File: src/hdl/trj_pkg.sv
// ----------------------------------------------------------------------------
// Trajectory interpolator package
// Request/response types, status codes and small arithmetic helpers.
// ----------------------------------------------------------------------------
package trj_pkg;

    localparam logic ACT_LOAD  = 1'b0;
    localparam logic ACT_QUERY = 1'b1;

    localparam logic [1:0] ST_OK    = 2'd0;
    localparam logic [1:0] ST_FULL  = 2'd1;
    localparam logic [1:0] ST_EMPTY = 2'd2;

    // Q16.16 one, used as the multiplier for the velocity term
    localparam logic [31:0] VEL_SCALE = 32'h0001_0000;

    // signed quotient width out of the muldiv unit
    localparam int QUO_W = 35;

    typedef struct packed {
        logic        action;
        logic [31:0] point_time;
        logic [31:0] point_north;
        logic [31:0] point_east;
        logic [31:0] point_down;
        logic [31:0] query_time;
    } req_t;

    typedef struct packed {
        logic [1:0]  status;
        logic [31:0] cmd_north;
        logic [31:0] cmd_east;
        logic [31:0] cmd_down;
        logic [31:0] vel_north;
        logic [31:0] vel_east;
        logic [31:0] vel_down;
        logic        completed;
        logic [5:0]  nearest_index;
    } rsp_t;

    // one table entry as stored in RAM
    typedef struct packed {
        logic [31:0] tm;
        logic [31:0] north;
        logic [31:0] east;
        logic [31:0] down;
    } point_t;

    localparam int POINT_W = $bits(point_t);

    // magnitude of a 33-bit signed difference of two 32-bit values
    function automatic logic [31:0] mag33(input logic [32:0] v);
        logic [32:0] n;
        n = v[32] ? (~v + 33'd1) : v;
        return n[31:0];
    endfunction

    // saturate a 36-bit signed value to 32 bits
    function automatic logic [31:0] sat36(input logic [35:0] v);
        logic [31:0] r;
        if (v[35] && !(&v[34:31]))
            r = 32'h8000_0000;
        else if (!v[35] && (|v[34:31]))
            r = 32'h7FFF_FFFF;
        else
            r = v[31:0];
        return r;
    endfunction

endpackage

File: src/hdl/trj_muldiv.sv
// ----------------------------------------------------------------------------
// Shared multiply-divide unit
// |a|*|b|/|d| truncated, one 32x32 product then 64 restoring divide steps.
// ----------------------------------------------------------------------------
module trj_muldiv (
    input  logic                      clk,
    input  logic                      rst_n,
    input  logic                      start,
    input  logic [31:0]               a_mag,
    input  logic [31:0]               b_mag,
    input  logic [31:0]               d_mag,
    input  logic                      neg,
    output logic                      done,
    output logic [trj_pkg::QUO_W-1:0] quo
);
    import trj_pkg::*;

    typedef enum logic [3:0] {
        U_IDLE = 4'b0001,
        U_MUL  = 4'b0010,
        U_DIV  = 4'b0100,
        U_DONE = 4'b1000
    } ustate_t;

    ustate_t     state_reg, state_next;
    logic [6:0]  cnt_reg, cnt_next;
    logic [31:0] a_reg, b_reg, d_reg;
    logic        neg_reg;
    logic [63:0] dvd_reg;
    logic [31:0] rem_reg;
    logic [33:0] quo_reg;
    logic        sat_reg;

    logic [32:0] r2;
    logic        ge;
    logic [32:0] r_new;
    logic [33:0] mag;

    assign r2    = {rem_reg, dvd_reg[63]};
    assign ge    = r2 >= {1'b0, d_reg};
    assign r_new = ge ? (r2 - {1'b0, d_reg}) : r2;

    always_comb
    begin
        state_next = state_reg;
        cnt_next   = cnt_reg;
        case (state_reg)
            U_IDLE:
            begin
                if (start)
                begin
                    state_next = U_MUL;
                end
            end
            U_MUL:
            begin
                cnt_next   = 7'd64;
                state_next = U_DIV;
            end
            U_DIV:
            begin
                cnt_next = cnt_reg - 7'd1;
                if (cnt_reg == 7'd1)
                begin
                    state_next = U_DONE;
                end
            end
            U_DONE:
            begin
                state_next = U_IDLE;
            end
            default:
            begin
                state_next = U_IDLE;
            end
        endcase
    end

    always_ff @(posedge clk or negedge rst_n)
    begin
        if (!rst_n)
        begin
            state_reg <= U_IDLE;
            cnt_reg   <= '0;
        end
        else
        begin
            state_reg <= state_next;
            cnt_reg   <= cnt_next;
        end
    end

    always_ff @(posedge clk)
    begin
        if (state_reg == U_IDLE && start)
        begin
            a_reg   <= a_mag;
            b_reg   <= b_mag;
            d_reg   <= d_mag;
            neg_reg <= neg;
        end
        if (state_reg == U_MUL)
        begin
            dvd_reg <= a_reg * b_reg;
            rem_reg <= '0;
            quo_reg <= '0;
            sat_reg <= 1'b0;
        end
        if (state_reg == U_DIV)
        begin
            dvd_reg <= {dvd_reg[62:0], 1'b0};
            rem_reg <= r_new[31:0];
            quo_reg <= {quo_reg[32:0], ge};
            sat_reg <= sat_reg | quo_reg[33];
        end
    end

    // a saturated quotient only needs to be large enough to clip downstream
    assign mag  = sat_reg ? 34'h2_0000_0000 : quo_reg;
    assign quo  = neg_reg ? (~{1'b0, mag} + 35'd1) : {1'b0, mag};
    assign done = (state_reg == U_DONE);

endmodule

File: config.mk
export PLATFORM = sky130hd
export DESIGN_NAME = trj_muldiv
export DESIGN_NICKNAME = d
export VERILOG_FILES = /design/src/hdl/trj_pkg.sv /design/src/hdl/trj_muldiv.sv
export SDC_FILE = /design/constraint.sdc
export NUM_CORES = 2
export LEC_CHECK = 0
export BUFFER_PORTS_ARGS = -buffer_cell sky130_fd_sc_hd__buf_2
export CAP_MARGIN = 15
export CORE_MARGIN = 2
export CORE_UTILIZATION = 40
export DETAILED_ROUTE_END_ITERATION = 10
export GPL_TIMING_DRIVEN = 1
export PLACE_DENSITY = 0.58
export SYNTH_ARGS = -nofsm -noshare
export SYNTH_HDL_FRONTEND = slang
export SYNTH_SLANG_ARGS = --single-unit
File: constraint.sdc
create_clock -name clk -period 7.3 [get_ports clk]
set_input_delay 0.73 -clock clk [delete_from_list [all_inputs] [get_ports clk]]
set_output_delay 0.73 -clock clk [all_outputs]
set_load 0.03 [all_outputs]
==> summary.md <==
| Metric | Value |
|---|---|
| Status | `complete, but fails checks` |
| Failing checks | `negative setup slack` |
| Crit Path Class | `flip-flop to flip-flop` |
| CTS clk-pin slew, worst paths | `around 0.060 ns` |
| CP dominant cell by count | `fa_1` |
| Layout cells sized above 1 | `14.8%` |
| Area growth syn-to-layout | `16.3%` |
| RSZ-0062 raised after global routing | `true` |
| GR met1 Demand/Resource | `26.7%` |
| WL/cell | `around 18 um` |
| Synth Register Bits | `239` |
| Detailed Route Iter0 Violations | `1825` |
| Slowest-stage cell, CP | `or4b_4` |
| Routed wire length | `approximately 110000 um` |
| Core area | `111000 um^2` |
| Rows | `122` |
| Final ANT Viol Nets | `0` |
| Clk sink count | `239` |
| Final setup margin | `-0.394 ns` |
| Worst-Skew Late Latency | `0.59 ns` |
| Global Route met2 Usage | `35.4%` |
| Die footprint | `between 100000 and 150000 um^2` |
| Post-synth EDFFs | `227` |
| Main flop type after synthesis | `edfxtp_1` |
| Setup crit end kind | `flip-flop` |
| Max Cap Violations | `0` |
| Met3 usage | `2.54%` |
| Most Crowded Layer GR | `met2` |
| Total CTS buffers | `37` |
| Cell Area, Synth | `between 40000 and 50000 um^2` |
| Synth top area share | `40.1%` |
| GPL Wtd Cong | `0.864` |
| CP Launch Type | `flip-flop` |
| Clock root cell | `clkbuf_16` |
| Fin crit period | `7.69 ns` |
| Hold crit path type | `input port to flip-flop` |
| Sequential-to-total area share from yosys stat | `around 16%` |
| Skew final | `between 0.03 and 0.04 ns` |
| Pre-CTS setup slack | `-0.583 ns` |
| Worst-case hold slack | `0.309 ns` |
| Arr. time, crit path | `8.02 ns` |
| Vias in the first global route | `34538` |
| Worst Path Required | `7.63 ns` |
| Fin crit share | `105%` |
| Total track usage | `20.6%` |
| Max reg flops | `64` |
| Yosys cell types | `81` |
| Fmax | `130 MHz` |
| Dominant cell type by area after synthesis | `fa_1` |
| I/O pin total | `136` |
| Nets | `6267` |
| Fillers | `around 11000` |
| Initial antenna violation count | `3` |
| FFs w/ async S/R, synth | `4.60%` |
| Final Hold Vio Count | `0` |
| Die Y | `338 um` |
| Commonest cells after routing, fill and taps aside | `inv_1 (904), fa_1 (880), and2_1 (621), nand2_1 (576), buf_4 (350)` |
| DRC | `0` |
| Worst slew margin | `44.2%` |
| Final Setup Violations | `27` |
| Yosys warns | `0` |
| CTS H-tree lvls | `2` |
| Synthesized Nets | `5939` |
| TritonCTS clock tree | `done` |
| Starting density of the core | `between 40% and 50%` |
| Worst-margin pin slew | `0.836 ns` |
| Detail Placement HPWL | `95300 um` |
| Cells after Synth | `4644` |
| Synth top area cells | `fa_1 (40%), edfxtp_1 (15%), and2_1 (8.8%)` |
| Final Max Slew Viols | `0` |
| Global-route wire length before repair | `187000 um` |
| Vias/cell | `4.95` |
| DR vias | `32104` |
| Grt total ovfl | `0` |
| Die width | `338 um` |
| DR pass1 iterations | `5` |
| CTS max path bufs | `3` |
| IO Port Bufs | `135` |
| Most common cell after layout, fill and taps aside | `inv_1` |
| Synthesized area per cell | `roughly 9.6 um^2` |
| CP Max Fanout | `13` |
| Largest net degree at the start of global routing | `73` |
| Largest stage delay, worst path | `0.58 ns` |
[cells by family after synthesis]
logic type / count (synthesis) / synth area share, %
adders and majority gates: 1195 / 48.5
xor gates and xnor gates: 113 / 2.21
and+or+nand+nor: 1460 / 16.6
AOI/OAI and AO/OA: 438 / 6.31
muxes: 29 / 0.652
DFF: 239 / 15.9
buffers and inverters: 1170 / 9.85
[routing by layer]
layer,share of wire [%],up-vias
met4,3.7,2
met3,3.7,187
li1,-,14830
met1,43,16492
met2,50,593
met5,0.0087,-
[critical path: cells and delay by family, from the launching register on]
family          cells  cell delay [ns]
buf+inv             7             0.70
simple gates        4             0.90
compound gates      5             0.94
xor+xnor            1             0.16
fa+ha+maj           9             4.39
flops               1             0.37
[per-stage QoR]
step	instance area (um^2)	cells	TNS, ns	utilization (%)
5_1_grt	52000	6488	-15.58	47.0
6_report	52000	6490	-5.14	47.0
3_3_place_gp	49700	6384	-9.24	44.9
3_5_place_dp	49700	6384	-10.50	44.9
4_1_cts	51900	6486	-5.01	46.8
2_1_floorplan	44700	4644	0	-
[cell type report]
class / instances / area [um^2] / share of cell area [%]
Tap cell: 1488 / 1860 / 3.58
Timing Repair Buffer: 551 / 4470 / 8.59
Clock inverter: 26 / 314 / 0.603
Antenna cell: 2 / 5.00 / 0.00962
Multi-Input combinational cell: 3235 / 33900 / 65.2
Inverter: 908 / 3410 / 6.55
Sequential cell: 239 / 7110 / 13.7
Clock buffer: 41 / 941 / 1.81
[synth_stat cells, drive strengths merged, types with 12 or more instances]
library cell / number
inv: 907
fa: 897
and2: 628
nand2: 579
ha: 298
clkbuf: 252
edfxtp: 227
o21ai: 128
a21oi: 109
nor2: 100
xnor2: 64
xor2: 49
a21o: 48
mux2i: 28
nand3: 26
o21bai: 26
nor3: 24
nand4: 22
nor2b: 21
a31oi: 17
and3: 15
a211oi: 12
o31ai: 12
[repair_timing]
item	CTS	global route
cloned	1	0
pin swaps	46	30
buffers inserted	33	4
endpoints found under the setup margin	34	40
endpoints found under the hold margin	10	0
hold buffers	1	0
gates resized for setup	119	33
[worst paths after layout]
path                       cells after the start                       end  slack (ns)                   start
min reg2reg                                    1    cnt_reg[6]$_DFFE_PN0N_        0.46  cnt_reg[6]$_DFFE_PN0N_
max in group asynchronous                      2  state_reg[0]$_DFFE_PN1P_        6.45                   rst_n
min                                            1       a_reg[12]$_DFFE_PP_        0.31               a_mag[12]
max reg2reg                                   26     dvd_reg[38]$_DFFE_PN_       -0.39      b_reg[2]$_DFFE_PP_
min in group asynchronous                      2    cnt_reg[2]$_DFFE_PN0N_        0.58                   rst_n
max                                           26     dvd_reg[38]$_DFFE_PN_       -0.39      b_reg[2]$_DFFE_PP_
Power is not shown: default switching activity piles up to over one toggle a cycle in this logic, so the estimate is an artifact.
